--- src/design/cst_pkg.sv ---
// ----------------------------------------------------------------------------
// cst_pkg: shared types and constants of the character stream tokenizer
// Scan modes, token kinds, the token word and the push bundle into the queue.
// ----------------------------------------------------------------------------
package cst_pkg;

	typedef enum logic [1:0] {
		MODE_IDLE,
		MODE_IDENT,
		MODE_NUMBER,
		MODE_STRING
	} mode_t;

	typedef enum logic [3:0] {
		KIND_LET     = 4'd0,
		KIND_PRINT   = 4'd1,
		KIND_IDENT   = 4'd2,
		KIND_NUMBER  = 4'd3,
		KIND_STRING  = 4'd4,
		KIND_EQ      = 4'd5,
		KIND_PLUS    = 4'd6,
		KIND_MINUS   = 4'd7,
		KIND_MUL     = 4'd8,
		KIND_DIV     = 4'd9,
		KIND_EOF     = 4'd10,
		KIND_UNKNOWN = 4'd11
	} kind_t;

	typedef struct packed {
		kind_t       kind;
		logic [15:0] line;
		logic [15:0] column;
		logic [15:0] offset;
		logic [15:0] length;
		logic        last;
	} token_t;

	// Tokens produced by one byte, first in stream order.
	typedef struct packed {
		logic [1:0] count;
		token_t     first;
		token_t     second;
	} token_push_t;

	localparam logic [7:0] CH_END        = 8'h00;
	localparam logic [7:0] CH_NEWLINE    = 8'h0A;
	localparam logic [7:0] CH_SPACE      = 8'h20;
	localparam logic [7:0] CH_QUOTE      = 8'h22;
	localparam logic [7:0] CH_MUL        = 8'h2A;
	localparam logic [7:0] CH_PLUS       = 8'h2B;
	localparam logic [7:0] CH_MINUS      = 8'h2D;
	localparam logic [7:0] CH_DIV        = 8'h2F;
	localparam logic [7:0] CH_EQ         = 8'h3D;
	localparam logic [7:0] CH_UNDERSCORE = 8'h5F;

	// Keyword letters, upper case.
	localparam logic [7:0] CH_C = 8'h43;
	localparam logic [7:0] CH_E = 8'h45;
	localparam logic [7:0] CH_H = 8'h48;
	localparam logic [7:0] CH_I = 8'h49;
	localparam logic [7:0] CH_L = 8'h4C;
	localparam logic [7:0] CH_N = 8'h4E;
	localparam logic [7:0] CH_O = 8'h4F;
	localparam logic [7:0] CH_P = 8'h50;
	localparam logic [7:0] CH_R = 8'h52;
	localparam logic [7:0] CH_T = 8'h54;

endpackage

--- src/design/cst_scan.sv ---
// ----------------------------------------------------------------------------
// cst_scan: per-byte scanner state and token builder
// Holds position counters and scan mode; one byte is consumed per step and
// zero, one or two tokens are produced for the queue.
// ----------------------------------------------------------------------------
module cst_scan #(
	parameter int COUNT_BITS = 16
) (
	input  logic                 clk,
	input  logic                 arst_n,
	input  logic                 step_en,
	input  logic [7:0]           char_code,
	output cst_pkg::token_push_t push
);
	import cst_pkg::*;

	localparam int W = COUNT_BITS;
	localparam logic [W-1:0] CNT_MAX = {W{1'b1}};
	localparam logic [W-1:0] CNT_ONE = W'(1);

	mode_t        mode_q, mode_d;
	logic [W-1:0] off_q, off_d;
	logic [W-1:0] line_q, line_d;
	logic [W-1:0] col_q, col_d;
	logic [W-1:0] start_off_q, start_off_d;
	logic [W-1:0] start_col_q, start_col_d;
	logic [W-1:0] run_q, run_d;
	logic [2:0]   kw_live_q, kw_live_d;
	logic [2:0]   kw_idx_q, kw_idx_d;

	function automatic logic [W-1:0] sat_inc(input logic [W-1:0] v);
		return (v == CNT_MAX) ? CNT_MAX : v + CNT_ONE;
	endfunction

	function automatic logic [15:0] clamp16(input logic [W-1:0] v);
		logic [W+15:0] ext;
		ext = {16'd0, v};
		if (ext > (W+16)'(17'h0FFFF)) begin
			return 16'hFFFF;
		end
		return ext[15:0];
	endfunction

	// Advance the keyword matcher by one upper-case byte: {idx, live}.
	function automatic logic [5:0] kw_feed(input logic [2:0] live, input logic [2:0] idx,
			input logic [7:0] up);
		logic [7:0] let_ch;
		logic [7:0] print_ch;
		logic [7:0] echo_ch;
		logic [2:0] nlive;
		logic [2:0] nidx;
		case (idx)
			3'd0: begin let_ch = CH_L; print_ch = CH_P; echo_ch = CH_E; end
			3'd1: begin let_ch = CH_E; print_ch = CH_R; echo_ch = CH_C; end
			3'd2: begin let_ch = CH_T; print_ch = CH_I; echo_ch = CH_H; end
			3'd3: begin let_ch = CH_END; print_ch = CH_N; echo_ch = CH_O; end
			3'd4: begin let_ch = CH_END; print_ch = CH_T; echo_ch = CH_END; end
			default: begin let_ch = CH_END; print_ch = CH_END; echo_ch = CH_END; end
		endcase
		nlive[0] = live[0] && (idx < 3'd3) && (let_ch == up);
		nlive[1] = live[1] && (idx < 3'd5) && (print_ch == up);
		nlive[2] = live[2] && (idx < 3'd4) && (echo_ch == up);
		nidx = (idx < 3'd7) ? idx + 3'd1 : idx;
		return {nidx, nlive};
	endfunction

	logic       is_alpha, is_digit, is_space, is_word;
	logic [7:0] up;
	logic [5:0] feed_cur, feed_fresh;
	kind_t      ident_kind, op_kind;
	logic [W-1:0] adv_off, adv_line, adv_col;
	logic       a_valid, b_valid, run_idle;
	token_t     tok_a, tok_b;

	always_comb begin
		is_alpha = (char_code inside {[8'h41:8'h5A], [8'h61:8'h7A]});
		is_digit = (char_code inside {[8'h30:8'h39]});
		is_space = (char_code == CH_SPACE) || (char_code inside {[8'h09:8'h0D]});
		is_word  = is_alpha || is_digit || (char_code == CH_UNDERSCORE);
		up = (char_code inside {[8'h61:8'h7A]}) ? char_code - 8'h20 : char_code;
		feed_cur   = kw_feed(kw_live_q, kw_idx_q, up);
		feed_fresh = kw_feed(3'b111, 3'd0, up);

		if (kw_live_q[0] && kw_idx_q == 3'd3) begin
			ident_kind = KIND_LET;
		end else if (kw_live_q[1] && kw_idx_q == 3'd5) begin
			ident_kind = KIND_PRINT;
		end else if (kw_live_q[2] && kw_idx_q == 3'd4) begin
			ident_kind = KIND_PRINT;
		end else begin
			ident_kind = KIND_IDENT;
		end

		case (char_code)
			CH_EQ:    op_kind = KIND_EQ;
			CH_PLUS:  op_kind = KIND_PLUS;
			CH_MINUS: op_kind = KIND_MINUS;
			CH_MUL:   op_kind = KIND_MUL;
			CH_DIV:   op_kind = KIND_DIV;
			default:  op_kind = KIND_UNKNOWN;
		endcase

		adv_off = sat_inc(off_q);
		if (char_code == CH_NEWLINE) begin
			adv_line = sat_inc(line_q);
			adv_col  = '0;
		end else begin
			adv_line = line_q;
			adv_col  = sat_inc(col_q);
		end

		mode_d      = mode_q;
		off_d       = off_q;
		line_d      = line_q;
		col_d       = col_q;
		start_off_d = start_off_q;
		start_col_d = start_col_q;
		run_d       = run_q;
		kw_live_d   = kw_live_q;
		kw_idx_d    = kw_idx_q;
		a_valid     = 1'b0;
		b_valid     = 1'b0;
		run_idle    = 1'b0;

		tok_a.kind   = KIND_STRING;
		tok_a.line   = clamp16(line_q);
		tok_a.column = clamp16(start_col_q);
		tok_a.offset = clamp16(start_off_q);
		tok_a.length = clamp16(run_q);
		tok_a.last   = 1'b0;

		tok_b.kind   = op_kind;
		tok_b.line   = clamp16(line_q);
		tok_b.column = clamp16(col_q);
		tok_b.offset = clamp16(off_q);
		tok_b.length = 16'd1;
		tok_b.last   = 1'b1;

		case (mode_q)
			MODE_IDENT: begin
				if (is_word) begin
					{kw_idx_d, kw_live_d} = feed_cur;
					run_d  = sat_inc(run_q);
					off_d  = adv_off;
					line_d = adv_line;
					col_d  = adv_col;
				end else begin
					a_valid    = 1'b1;
					tok_a.kind = ident_kind;
					mode_d     = MODE_IDLE;
					run_idle   = 1'b1;
				end
			end
			MODE_NUMBER: begin
				if (is_digit) begin
					run_d  = sat_inc(run_q);
					off_d  = adv_off;
					line_d = adv_line;
					col_d  = adv_col;
				end else begin
					a_valid    = 1'b1;
					tok_a.kind = KIND_NUMBER;
					mode_d     = MODE_IDLE;
					run_idle   = 1'b1;
				end
			end
			MODE_STRING: begin
				if (char_code == CH_QUOTE) begin
					a_valid = 1'b1;
					mode_d  = MODE_IDLE;
					off_d   = adv_off;
					line_d  = adv_line;
					col_d   = adv_col;
				end else if (char_code != CH_END) begin
					run_d  = sat_inc(run_q);
					off_d  = adv_off;
					line_d = adv_line;
					col_d  = adv_col;
				end else begin
					// unterminated string closes at end of text, then eof follows
					a_valid  = 1'b1;
					mode_d   = MODE_IDLE;
					run_idle = 1'b1;
				end
			end
			default: begin
				run_idle = 1'b1;
			end
		endcase

		if (run_idle) begin
			if (char_code == CH_END) begin
				b_valid      = 1'b1;
				tok_b.kind   = KIND_EOF;
				tok_b.length = 16'd0;
				mode_d       = MODE_IDLE;
				off_d        = '0;
				line_d       = CNT_ONE;
				col_d        = '0;
				start_off_d  = '0;
				start_col_d  = '0;
				run_d        = '0;
				kw_live_d    = 3'b111;
				kw_idx_d     = 3'd0;
			end else if (is_space) begin
				off_d  = adv_off;
				line_d = adv_line;
				col_d  = adv_col;
			end else if (is_alpha || is_digit) begin
				start_off_d = off_q;
				start_col_d = col_q;
				run_d       = CNT_ONE;
				if (is_alpha) begin
					{kw_idx_d, kw_live_d} = feed_fresh;
					mode_d = MODE_IDENT;
				end else begin
					kw_live_d = 3'b111;
					kw_idx_d  = 3'd0;
					mode_d    = MODE_NUMBER;
				end
				off_d  = adv_off;
				line_d = adv_line;
				col_d  = adv_col;
			end else if (char_code == CH_QUOTE) begin
				start_col_d = col_q;
				start_off_d = adv_off;
				run_d       = '0;
				mode_d      = MODE_STRING;
				off_d       = adv_off;
				line_d      = adv_line;
				col_d       = adv_col;
			end else begin
				b_valid = 1'b1;
				off_d   = adv_off;
				line_d  = adv_line;
				col_d   = adv_col;
			end
		end

		// order: closing token first, fresh token second; flag the final one
		push = '0;
		if (step_en) begin
			if (a_valid && b_valid) begin
				push.count  = 2'd2;
				push.first  = tok_a;
				push.second = tok_b;
			end else if (a_valid) begin
				push.count      = 2'd1;
				push.first      = tok_a;
				push.first.last = 1'b1;
			end else if (b_valid) begin
				push.count = 2'd1;
				push.first = tok_b;
			end
		end
	end

	always_ff @(posedge clk or negedge arst_n) begin
		if (!arst_n) begin
			mode_q      <= MODE_IDLE;
			off_q       <= '0;
			line_q      <= CNT_ONE;
			col_q       <= '0;
			start_off_q <= '0;
			start_col_q <= '0;
			run_q       <= '0;
			kw_live_q   <= 3'b111;
			kw_idx_q    <= 3'd0;
		end else if (step_en) begin
			mode_q      <= mode_d;
			off_q       <= off_d;
			line_q      <= line_d;
			col_q       <= col_d;
			start_off_q <= start_off_d;
			start_col_q <= start_col_d;
			run_q       <= run_d;
			kw_live_q   <= kw_live_d;
			kw_idx_q    <= kw_idx_d;
		end
	end

endmodule

--- src/design/cst_token_fifo.sv ---
// ----------------------------------------------------------------------------
// cst_token_fifo: four-entry token queue
// Takes up to two tokens a cycle, hands one a cycle to the output channel while out_ready is high.
// ----------------------------------------------------------------------------
module cst_token_fifo (
	input  logic                 clk,
	input  logic                 arst_n,
	input  cst_pkg::token_push_t push,
	output logic                 room,
	output logic                 out_valid,
	input  logic                 out_ready,
	output cst_pkg::token_t      head
);
	import cst_pkg::*;

	localparam int DEPTH = 4;
	localparam int PTR_BITS = $clog2(DEPTH);

	token_t              mem_q [DEPTH];
	logic [PTR_BITS-1:0] wr_q, rd_q;
	logic [PTR_BITS:0]   count_q;
	logic                pop;
	logic [PTR_BITS-1:0] wr_next;

	assign room      = (count_q <= (PTR_BITS+1)'(DEPTH - 2));
	assign out_valid = (count_q != '0);
	assign head      = mem_q[rd_q];
	assign pop       = out_valid && out_ready;
	assign wr_next   = wr_q + PTR_BITS'(1);

	always_ff @(posedge clk) begin
		if (push.count != 2'd0) begin
			mem_q[wr_q] <= push.first;
		end
		if (push.count == 2'd2) begin
			mem_q[wr_next] <= push.second;
		end
	end

	always_ff @(posedge clk or negedge arst_n) begin
		if (!arst_n) begin
			wr_q    <= '0;
			rd_q    <= '0;
			count_q <= '0;
		end else begin
			wr_q    <= wr_q + PTR_BITS'(push.count);
			rd_q    <= rd_q + PTR_BITS'(pop);
			count_q <= count_q + (PTR_BITS+1)'(push.count) - (PTR_BITS+1)'(pop);
		end
	end

endmodule

--- src/design/char_stream_tokenizer.sv ---
// ----------------------------------------------------------------------------
// char_stream_tokenizer: streaming lexical tokenizer
// One source byte in per word, up to two tokens out per byte.
// ----------------------------------------------------------------------------
// Input channel (in_valid/in_ready, char_code): one source byte per word;
// byte 0 ends the text, emits eof and returns position to offset 0, line 1.
// Output channel (out_valid/out_ready, token_*): one token per word, with
// last_of_item set on the final token caused by a byte.
// Timing: a byte is captured in the input register when it is accepted and
// scanned once the queue has room for two tokens; that step writes its tokens
// into the queue, whose head drives the output directly.
// Throughput: one byte per cycle while the token queue has room. The
// scanner steps only when the four-entry token queue has room for two
// tokens; when the receiver stalls the queue fills, the input register holds
// its byte and in_ready drops until the queue drains.
// Reset (arst_n low): scan mode idle, offset/column/run zero, line one,
// keyword matcher cleared, queue and input register empty.
// ----------------------------------------------------------------------------
module char_stream_tokenizer #(
	parameter int COUNT_BITS = 16
) (
	input  logic        clk,
	input  logic        arst_n,
	input  logic        in_valid,
	output logic        in_ready,
	input  logic [7:0]  char_code,
	output logic        out_valid,
	input  logic        out_ready,
	output logic [3:0]  token_kind,
	output logic [15:0] token_line,
	output logic [15:0] token_column,
	output logic [15:0] token_offset,
	output logic [15:0] token_length,
	output logic        last_of_item
);
	import cst_pkg::*;

	// input register: holds one byte until the scanner takes it
	logic        valid_s1;
	logic [7:0]  char_s1;
	logic        room;
	logic        step;
	token_push_t push;
	token_t      head;

	// advance the scanner whenever a byte waits and the queue can absorb two
	assign step     = valid_s1 && room;
	assign in_ready = !valid_s1 || step;

	always_ff @(posedge clk or negedge arst_n) begin
		if (!arst_n) begin
			valid_s1 <= 1'b0;
		end else if (in_valid && in_ready) begin
			valid_s1 <= 1'b1;
		end else if (step) begin
			valid_s1 <= 1'b0;
		end
	end

	// payload needs no reset: qualified by valid_s1
	always_ff @(posedge clk) begin
		if (in_valid && in_ready) begin
			char_s1 <= char_code;
		end
	end

	cst_scan #(
		.COUNT_BITS(COUNT_BITS)
	) u_scan (
		.clk      (clk),
		.arst_n   (arst_n),
		.step_en  (step),
		.char_code(char_s1),
		.push     (push)
	);

	cst_token_fifo u_fifo (
		.clk      (clk),
		.arst_n   (arst_n),
		.push     (push),
		.room     (room),
		.out_valid(out_valid),
		.out_ready(out_ready),
		.head     (head)
	);

	// drive the token word straight from the queue head
	assign token_kind   = head.kind;
	assign token_line   = head.line;
	assign token_column = head.column;
	assign token_offset = head.offset;
	assign token_length = head.length;
	assign last_of_item = head.last;

endmodule
--- config.mk ---
export PLATFORM = sky130hd
export DESIGN_NAME = char_stream_tokenizer
export DESIGN_NICKNAME = d
export VERILOG_FILES = /design/src/design/cst_pkg.sv /design/src/design/cst_scan.sv /design/src/design/cst_token_fifo.sv /design/src/design/char_stream_tokenizer.sv
export SDC_FILE = /design/constraint.sdc
export NUM_CORES = 1
export LEC_CHECK = 0
export ABC_AREA = 0
export BUFFER_PORTS_ARGS = -buffer_cell sky130_fd_sc_hd__buf_2
export CAP_MARGIN = 10
export CORE_MARGIN = 10
export CORE_UTILIZATION = 40
export DETAILED_ROUTE_END_ITERATION = 12
export GPL_ROUTABILITY_DRIVEN = 0
export SETUP_SLACK_MARGIN = 0.5
export SYNTH_ARGS = -nofsm -noshare
export SYNTH_HDL_FRONTEND = slang
export SYNTH_SLANG_ARGS = --single-unit
--- constraint.sdc ---
create_clock -name clk -period 4.9 [get_ports clk]
set_input_delay 0.735 -clock clk [delete_from_list [all_inputs] [get_ports clk]]
set_output_delay 0.735 -clock clk [all_outputs]
set_load 0.05 [all_outputs]
==> results.json, run 1 <==
{
  "outcome": "finished clean",
  "drv_cap": 0,
  "die_h_um": 243,
  "synth_area_sq_um": 20000,
  "critPathTopFamily": "compound AO/OA/AOI/OAI gates",
  "rows": 81,
  "layout_min_cycle_time_ns": 4.25,
  "setup_tns_ns": 0,
  "vias": 14800,
  "required_ns": 5.32,
  "relSlewSlack": 0.132,
  "totalWireLength_um": 55200,
  "instances_no_fill": 2444,
  "synth-seq-cells": 396,
  "synth_edf_count": 224,
  "post_drt_wl_per_cell_um": 22.6,
  "coreArea_sq_um": 49200,
  "synth.distinct_cells": 78,
  "area_growth_pct": 13.3,
  "grt_start_max_net_pins": 58,
  "cts.sinks": 396,
  "min_path_type": "input pin to async pin",
  "overflow": 0,
  "grt_pass1_wl_um": 85700,
  "die_w_um": 243,
  "synth_common_cells": "edfxtp_1 (224), a22o_1 (152), clkbuf_1 (129), a21oi_1 (115), nand2_1 (115)",
  "pin_count": 83,
  "synthTopCellsByArea": "edfxtp_1 (34%), dfrtp_1 (14%), mux4_2 (7.8%), a22o_1 (6.7%), dfxtp_1 (6.0%)",
  "cts_max_path_buffers": 3,
  "drive_above_1_share": 0.184,
  "root_buffer": "clkbuf_16",
  "power.density_cell_area_nw_per_um2": 587,
  "cp_slowest_stage_delay_ns": 0.66,
  "fin_util": 0.460,
  "numPortBuffers": 82,
  "finalSetupViolCount": 0,
  "worst-path-buf-inv": 2,
  "clk_pin_slew_ns": 0.07,
  "start_util": 0.406,
  "final-max-slew-violation-count": 0,
  "worst_pin_slew_ns": 1.27,
  "critPathArrivalTime_ns": 4.68,
  "cp_cell_sequence": "buf_4 -> nand2b_1 -> or4_4 -> a21oi_4 -> a22o_1 -> nor2_1 -> ha_1 -> o21ai_2 -> or2_2 -> o21ai_4 -> buf_12 -> a32o_1",
  "ys.flop_type": "edfxtp_1",
  "vias_per_cell": 6.04,
  "synth_top_cell_area_share": 0.337,
  "cp-end-kind": "flop",
  "grt_use_total": 0.179,
  "synth_async_sr_flop_share": 0.283,
  "rsz0062_at_grt": "no",
  "startpoint_type": "flop",
  "antenna_left": 0,
  "synth_seq_area_share": 0.538,
  "slowest_stage": "o21ai_4",
  "final_hold_viol_count": 0,
  "htree_levels": 2,
  "cp_max_fo": 17,
  "cts_buffers": 42,
  "worstSetupStartpoint": "char_s1[5]",
  "finalCritPeriodShare": 0.868,
  "reg2reg_depth": 12,
  "tritoncts": "yes",
  "rrSetupSlack_ns": 0.65,
  "grt_pass1_vias": 14500,
  "drt_iter0_drc": 1619,
  "syn_area_per_cell_sq_um": 11.6,
  "drc_errors": 0,
  "synth_largest_area_cell": "edfxtp_1",
  "antenna_found_initial": 0,
  "r2r_start": "char_s1[5]",
  "dr.pass1.iters": 6,
  "synth_nets": 1752,
  "dieArea_sq_um": 59200,
  "fin_skew_ns": 0.0165,
  "cp.depth": 12,
  "dpl.cell_count": 2353,
  "yosys_warnings": 0,
  "power_mw": 13.3,
  "synth_most_common_cell": "edfxtp_1",
  "peakVddDrop_mv": 0.390,
  "diodes": 0,
  "worstSetupPathType": "flop to flop",
  "r2r_end": "u_fifo.mem_q[3][44]",
  "clk_latency_ns": 0.57,
  "cp-endpoint": "u_fifo.mem_q[3][44]",
  "leakage_nw": 8.33,
  "synth_cells": 1717,
  "nets": 1781,
  "max_freq_mhz": 235,
  "dp_hpwl_um": 34300
}
## sequential cells by signal, summed over array words and instances, names as in the netlist
register,flops
u_scan.start_col_q,16
u_fifo.wr_q,2
u_scan.mode_q,2
valid_s1,1
u_scan.col_q,16
u_scan.start_off_q,16
u_scan.kw_live_q,3
u_fifo.rd_q,2
u_fifo.mem_q,276
u_scan.off_q,16
u_fifo.count_q,3
char_s1,8
u_scan.line_q,16
u_scan.run_q,16
u_scan.kw_idx_q,3
## placed cells by master, fill, tap and decap left out, types with 24 or more instances in the layout
cell	instances
edfxtp_1	224
a22o_1	152
nand2_1	115
a21oi_1	114
dfrtp_1	106
nor2_1	90
buf_2	81
and2_1	79
o21ai_0	77
mux4_2	69
buf_4	65
dfxtp_1	60
clkbuf_16	46
a32o_1	44
nand3_1	44
and3_1	33
a31oi_1	25
inv_1	24
## layer usage
metal  GRT usage  vias up  routed length (um)
met1       0.241     7398               23700
li1            -     6718                   -
met4      0.0544        0                1300
met2       0.293      573               26400
met5           0        -                   0
met3      0.0294       82                3810
## repair_timing
action | CTS | global route
setup buffers | 0 | 11
endpoints found under the setup margin | 93 | 240
resized for setup | 2 | 4
pin swaps | 1 | 2
hold buffers | 0 | 0
cloned | 1 | 1
## cells by family after synthesis
| kind of cell | Yosys count | synth area share |
|---|---|---|
| AO/OA/AOI/OAI | 561 | 0.207 |
| adder cells (fa/ha/maj) | 23 | 0.0148 |
| buffers and inverters | 202 | 0.0410 |
| XOR/XNOR | 11 | 0.00483 |
| AND/OR/NAND/NOR | 450 | 0.114 |
| flip-flops | 396 | 0.538 |
| multiplexers | 74 | 0.0805 |
## how the worst min path moves through the flow
stage                  startpoint                endpoint  slack [ns]  cells past startpoint
2_1_floorplan              arst_n       u_fifo.count_q[0]        0.44                      0
3_3_place_gp   u_fifo.mem_q[2][3]      u_fifo.mem_q[2][3]        0.46                      1
3_5_place_dp   u_fifo.mem_q[1][8]      u_fifo.mem_q[1][8]        0.46                      1
4_1_cts                    arst_n       u_fifo.count_q[0]        0.32                      1
5_1_grt                    arst_n  u_scan.start_col_q[10]        0.34                      1
6_report                   arst_n       u_fifo.count_q[0]        0.28                      1
## where the power goes
| part | internal [mW] | leakage, nW | total (mW) | switching, mW |
|---|---|---|---|---|
| registers | 4.16 | 4.01 | 4.80 | 0.643 |
| logic | 1.70 | 3.66 | 5.35 | 3.65 |
| clock network | 1.81 | 0.662 | 3.12 | 1.31 |
## final cells by class
cell class | instances | area (sq um)
Fill cell | 4422 | 26500
Multi-Input combinational cell | 1121 | 8470
Clock buffer | 68 | 1290
Tap cell | 664 | 831
Sequential cell | 396 | 10700
Timing Repair Buffer | 156 | 1090
Inverter | 29 | 124
Clock inverter | 10 | 57.6
## through the flow
stage	hold WS (ns)	setup slack, ns	cell area [sq um]
after floorplan	0.439	0.507	20000
after global placement	0.456	0.184	21100
after detailed placement	0.460	0.112	21100
after CTS	0.319	0.505	22500
after global routing	0.335	0.518	22600
final	0.277	0.648	22600
Note: power is estimated with default switching activity, not from simulation.
==> inputs of run 2 (changes only) <==
Settings changed: CAP_MARGIN 10 to 20.
Clock period 4.9 ns to 4.8 ns, I/O delays scaled along.
==> run 2 against run 1 <==
Effect of this change:
- sequential power up 1%
- global-route usage is 0.21 points higher
- first-iteration DRC count increased by 0.31%
- total power increased by 1.6%
- die area unchanged
- clock skew about the same
==> results.json, run 2 (same netlist as run 1, synthesis figures left out) <==
{
  "critPathArrivalTime_ns": 4.53,
  "grt_use_total": 0.181,
  "switching_power_mw": 5.73,
  "dpl.cell_count": 2349,
  "max_freq_mhz": 245,
  "pin_count": 83,
  "p_clk_frac": 0.234,
  "regMostFlops": "u_fifo.mem_q",
  "seqPwrFrac": 0.360,
  "min_path_type": "input pin to async pin",
  "coreArea_sq_um": 49200,
  "largest_register_ffs": 276,
  "die_w_um": 243,
  "cp_max_fo": 15,
  "overflow": 0,
  "rrSetupSlack_ns": 0.72,
  "grt_pass1_vias": 14600,
  "dr.pass1.iters": 5,
  "final-max-slew-violation-count": 0,
  "diodes": 0,
  "vias": 14800,
  "r2r_start": "char_s1[1]",
  "setup_tns_ns": 0,
  "cts_max_path_buffers": 3,
  "dp_hpwl_um": 33900,
  "power_mw": 13.5,
  "nets": 1780,
  "drv_cap": 0,
  "cts.sinks": 396,
  "power.density_cell_area_nw_per_um2": 598,
  "rows": 81,
  "worst_pin_slew_ns": 1.10,
  "ctsHoldBuffers": 0,
  "vias_per_cell": 6.07,
  "internal-power_mw": 7.75,
  "peakVddDrop_mv": 0.444,
  "drt_iter0_drc": 1624,
  "start_util": 0.406,
  "rsz0062_at_grt": "no",
  "cts_buffers": 42,
  "finalSetupViolCount": 0,
  "worstSetupPathType": "flop to flop",
  "final_common_cell": "edfxtp_1",
  "leakage_nw": 8.32,
  "clk_pin_slew_ns": 0.06,
  "dieArea_sq_um": 59200,
  "fin_skew_ns": 0.0166,
  "startpoint_type": "flop",
  "totalWireLength_um": 55000,
  "antenna_found_initial": 1,
  "tritoncts": "yes",
  "grt_pass1_wl_um": 86400,
  "area_growth_pct": 13.0,
  "final_hold_viol_count": 0,
  "cp-end-kind": "flop",
  "netSwitchingFraction": 0.425,
  "relSlewSlack": 0.246,
  "numPortBuffers": 82,
  "p_comb_frac": 0.407,
  "required_ns": 5.24,
  "clk_latency_ns": 0.56,
  "drc_errors": 0,
  "post_drt_wl_per_cell_um": 22.5,
  "drive_above_1_share": 0.185,
  "worstSetupStartpoint": "char_s1[1]",
  "root_buffer": "clkbuf_16",
  "fin_util": 0.459,
  "htree_levels": 2,
  "layout_min_cycle_time_ns": 4.08,
  "layout_common_cells": "edfxtp_1 (224), a22o_1 (152), nand2_1 (114), a21oi_1 (114), dfrtp_1 (106)",
  "instances_no_fill": 2442,
  "r2r_end": "u_fifo.count_q[2]",
  "finalCritPeriodShare": 0.851,
  "outcome": "finished clean",
  "grt_start_max_net_pins": 68,
  "reg2reg_depth": 15,
  "hold_ws_ns": 0.318,
  "cp-endpoint": "u_fifo.count_q[2]",
  "antenna_left": 0,
  "die_h_um": 243
}
-- run 2: cell count changes in the layout (fill, tap and decap cells not counted), sizes merged --
| cell | change |
|---|---|
| inv | +2 |
| clkbuf | -13 |
| bufinv | +1 |
| clkinv | +9 |
| clkinvlp | +1 |
| o21ai | -2 |
-- run 2: worst min-delay path by stage --
stage                                   start             endpoint  cells after the start
after floorplan                        arst_n    u_fifo.count_q[0]                      0
after global placement     u_fifo.mem_q[3][2]   u_fifo.mem_q[3][2]                      1
after detailed placement  u_fifo.mem_q[1][13]  u_fifo.mem_q[1][13]                      1
after CTS                        char_code[5]           char_s1[5]                      1
after global routing             char_code[5]           char_s1[5]                      1
final                                  arst_n     u_scan.mode_q[0]                      1
-- run 2: through the flow --
stage	worst slack (ns)	area, sq um
5_1_grt	0.504	22600
6_report	0.717	22600
2_1_floorplan	0.501	20000
3_5_place_dp	0.515	21100
4_1_cts	0.513	22400
3_3_place_gp	0.642	21100
-- run 2: power groups by stage --
stage / clock [mW] / combinational, mW / sequential (mW)
after global routing: 3.35 / 5.84 / 4.95
final: 3.15 / 5.48 / 4.85
after CTS: 3.21 / 5.43 / 4.87
after floorplan: 0 / 4.19 / 4.49
after global placement: 0 / 5.37 / 4.91
after detailed placement: 0 / 5.42 / 4.94
-- run 2: worst max-delay path, cell delays in order (launching register included) --
cell      delay (ns)
edfxtp_1        0.50
buf_4           0.28
nor4_2          0.09
a21o_1          0.27
a211oi_2        0.47
o31a_1          0.33
nor2_1          0.08
ha_2            0.44
nand2_1         0.25
ha_1            0.36
inv_1           0.05
ha_1            0.13
inv_1           0.05
fa_1            0.37
xor2_1          0.16
xnor2_1         0.13
-- run 2: what timing repair did --
item / 4_1_cts / 5_1_grt
resized for setup: 0 / 7
buffers inserted: 0 / 16
setup endpoints to repair: 0 / 410
-- run 2: cell type report --
type,instances,area (sq um)
inverter,29,124
timing repair buffer,157,1100
fill,4530,26600
tap,664,831
sequential,396,10700
clock buffer,54,1170
multi-input combinational,1119,8440
clock inverter,23,141
-- run 2: routing by layer --
layer / global-route usage / wire [um]
met5: 0 / 0
met4: 0.0594 / 1240
met3: 0.0289 / 3530
met2: 0.289 / 26300
met1: 0.248 / 24000
==> inputs of run 3 (changes only) <==
Settings changed: CTS_BUF_LIST set to sky130_fd_sc_hd__clkbuf_8.
Clock period 4.8 ns to 4.1 ns, I/O delays scaled along.
==> run 3 against run 2 <==
Effect of this change:
- cell count is 2.2% higher
- global-route usage rose by 0.26 points
- total power increased by 15%
- fmax increased by 17%
- clock power increased by 3%
- register-to-register slack worse by 0.098 ns
- clock skew up 0.038 ns
- setup slack got worse by 0.098 ns
- critical path type unchanged
- largest power group unchanged
==> results.json, run 3 (same netlist as run 1, synthesis figures left out) <==
{
  "outcome": "finished clean",
  "numPortBuffers": 82,
  "finalCritPeriodShare": 0.849,
  "ctsHoldBuffers": 0,
  "clk_latency_ns": 0.66,
  "htree_levels": 3,
  "root_buffer": "clkbuf_8",
  "final-max-slew-violation-count": 0,
  "leakage_nw": 8.47,
  "die_w_um": 243,
  "power_mw": 15.5,
  "antenna_left": 0,
  "totalWireLength_um": 55500,
  "vias_per_cell": 5.97,
  "cp_cell_sequence": "inv_1 -> ha_2 -> nor4b_4 -> o21ba_2 -> o211a_4 -> o31a_1 -> nor2_2 -> ha_4 -> buf_4 -> or3_1 -> o21ai_2 -> buf_6 -> a32o_1",
  "min_path_type": "input pin to async pin",
  "drc_errors": 0,
  "finalSetupViolCount": 0,
  "slowest_stage": "or3_1",
  "antenna_found_initial": 1,
  "rsz0062_at_grt": "yes",
  "instances_no_fill": 2495,
  "nets": 1814,
  "start_util": 0.406,
  "coreArea_sq_um": 49200,
  "grt_start_max_net_pins": 59,
  "regMostFlops": "u_fifo.mem_q",
  "relSlewSlack": 0.413,
  "fin_util": 0.460,
  "worst-path-buf-inv": 3,
  "layout_min_cycle_time_ns": 3.48,
  "worst_pin_slew_ns": 0.880,
  "worstSetupPathType": "flop to flop",
  "required_ns": 4.61,
  "cp_slowest_stage_delay_ns": 0.46,
  "pin_count": 83,
  "layout_common_cells": "edfxtp_1 (224), a22o_1 (151), nand2_1 (113), a21oi_1 (113), dfrtp_1 (106)",
  "setup_slack_ns": 0.619,
  "pre_cts_ws_ns": 0.248,
  "power.density_cell_area_nw_per_um2": 686,
  "cts_max_path_buffers": 3,
  "final_hold_viol_count": 0,
  "drt_iter0_drc": 1448,
  "fillers": 4464,
  "grt_pass1_wl_um": 87400,
  "final_common_cell": "edfxtp_1",
  "drive_above_1_share": 0.205,
  "post_drt_wl_per_cell_um": 22.3,
  "vias": 14900,
  "area_growth_pct": 13.4,
  "cp-end-kind": "flop",
  "largest_register_ffs": 276,
  "cts.sinks": 396,
  "grt_use_total": 0.184,
  "cp_max_fo": 33,
  "fin_skew_ns": 0.0548,
  "critPathArrivalTime_ns": 3.99,
  "critPathTopFamily": "compound AO/OA/AOI/OAI gates",
  "rows": 81,
  "clk_pin_slew_ns": 0.07,
  "die_h_um": 243,
  "drv_cap": 0,
  "dr.pass1.iters": 7,
  "grt_pass1_vias": 14900,
  "dpl.cell_count": 2363,
  "overflow": 0,
  "dieArea_sq_um": 59200,
  "cts_buffers": 67,
  "max_freq_mhz": 287,
  "startpoint_type": "flop",
  "peakVddDrop_mv": 0.328,
  "dp_hpwl_um": 33600,
  "tritoncts": "yes"
}
-- run 3: cell count changes in the layout (fill, tap and decap cells not counted), moves of 3 or more --
cell       delta
clkinv_2      -4
clkinv_1      -5
inv_1        +33
clkbuf_16    -45
buf_4         +7
nor3_2        +3
clkbuf_8     +70
nor3_1        -3
clkbuf_1      -8
-- run 3: cell type report --
type | count | area (sq um) | area share
inverters | 29 | 124 | 0.00547
flip-flops and latches | 396 | 10700 | 0.475
clock inverters | 48 | 211 | 0.00934
well taps | 664 | 831 | 0.0367
clock buffers | 72 | 991 | 0.0438
multi-input cells | 1119 | 8550 | 0.378
repair buffers | 166 | 1180 | 0.0521
diodes | 1 | 2.50 | 0.000111
-- run 3: timing repair --
item | in CTS | in global routing
pin swaps | 2 | 6
setup buffers | 4 | 7
gates resized for setup | 8 | 19
endpoints found under the setup margin | 348 | 489
-- run 3: path summary, 6_finish.rpt --
check                                    startpoint                  end  slack (ns)  cells after the start
worst min-delay path                         arst_n    u_fifo.count_q[1]        0.05                      1
max in group asynchronous                    arst_n     u_scan.col_q[11]        3.08                      2
worst max-delay path                     char_s1[6]  u_fifo.mem_q[3][33]        0.62                     13
min in group clk                       char_code[4]           char_s1[4]        0.15                      1
worst max register to register           char_s1[6]  u_fifo.mem_q[3][33]        0.62                     13
worst min register to register  u_fifo.mem_q[3][12]  u_fifo.mem_q[3][12]        0.47                      1
-- run 3: metrics by stage --
step / cell area (sq um) / hold slack, ns / setup TNS (ns)
after floorplan: 20100 / 0.319 / -3.34
after global placement: 21200 / 0.456 / 0
after detailed placement: 21200 / 0.461 / 0
after CTS: 22500 / 0.0589 / 0
after global routing: 22600 / 0.101 / 0
final: 22600 / 0.0492 / 0
-- run 3: report_power, final --
part | total [mW] | switching [mW] | internal, mW
sequential | 5.63 | 0.653 | 4.98
combinational | 6.64 | 4.53 | 2.11
clock | 3.26 | 1.64 | 1.62
-- run 3: worst register-to-register path: stages, from the launching register on --
cell and delay, ns:
edfxtp_1 0.45, inv_1 0.10, ha_2 0.20, nor4b_4 0.14
o21ba_2 0.23, o211a_4 0.24, o31a_1 0.27, nor2_2 0.16
ha_4 0.24, buf_4 0.17, or3_1 0.46, o21ai_2 0.10
buf_6 0.35, a32o_1 0.22
-- run 3: layer usage --
layer  global-route usage  share of wire
met1                0.248           0.44
met2                0.293           0.48
met3               0.0347          0.065
met4               0.0623          0.021
met5                    0              0
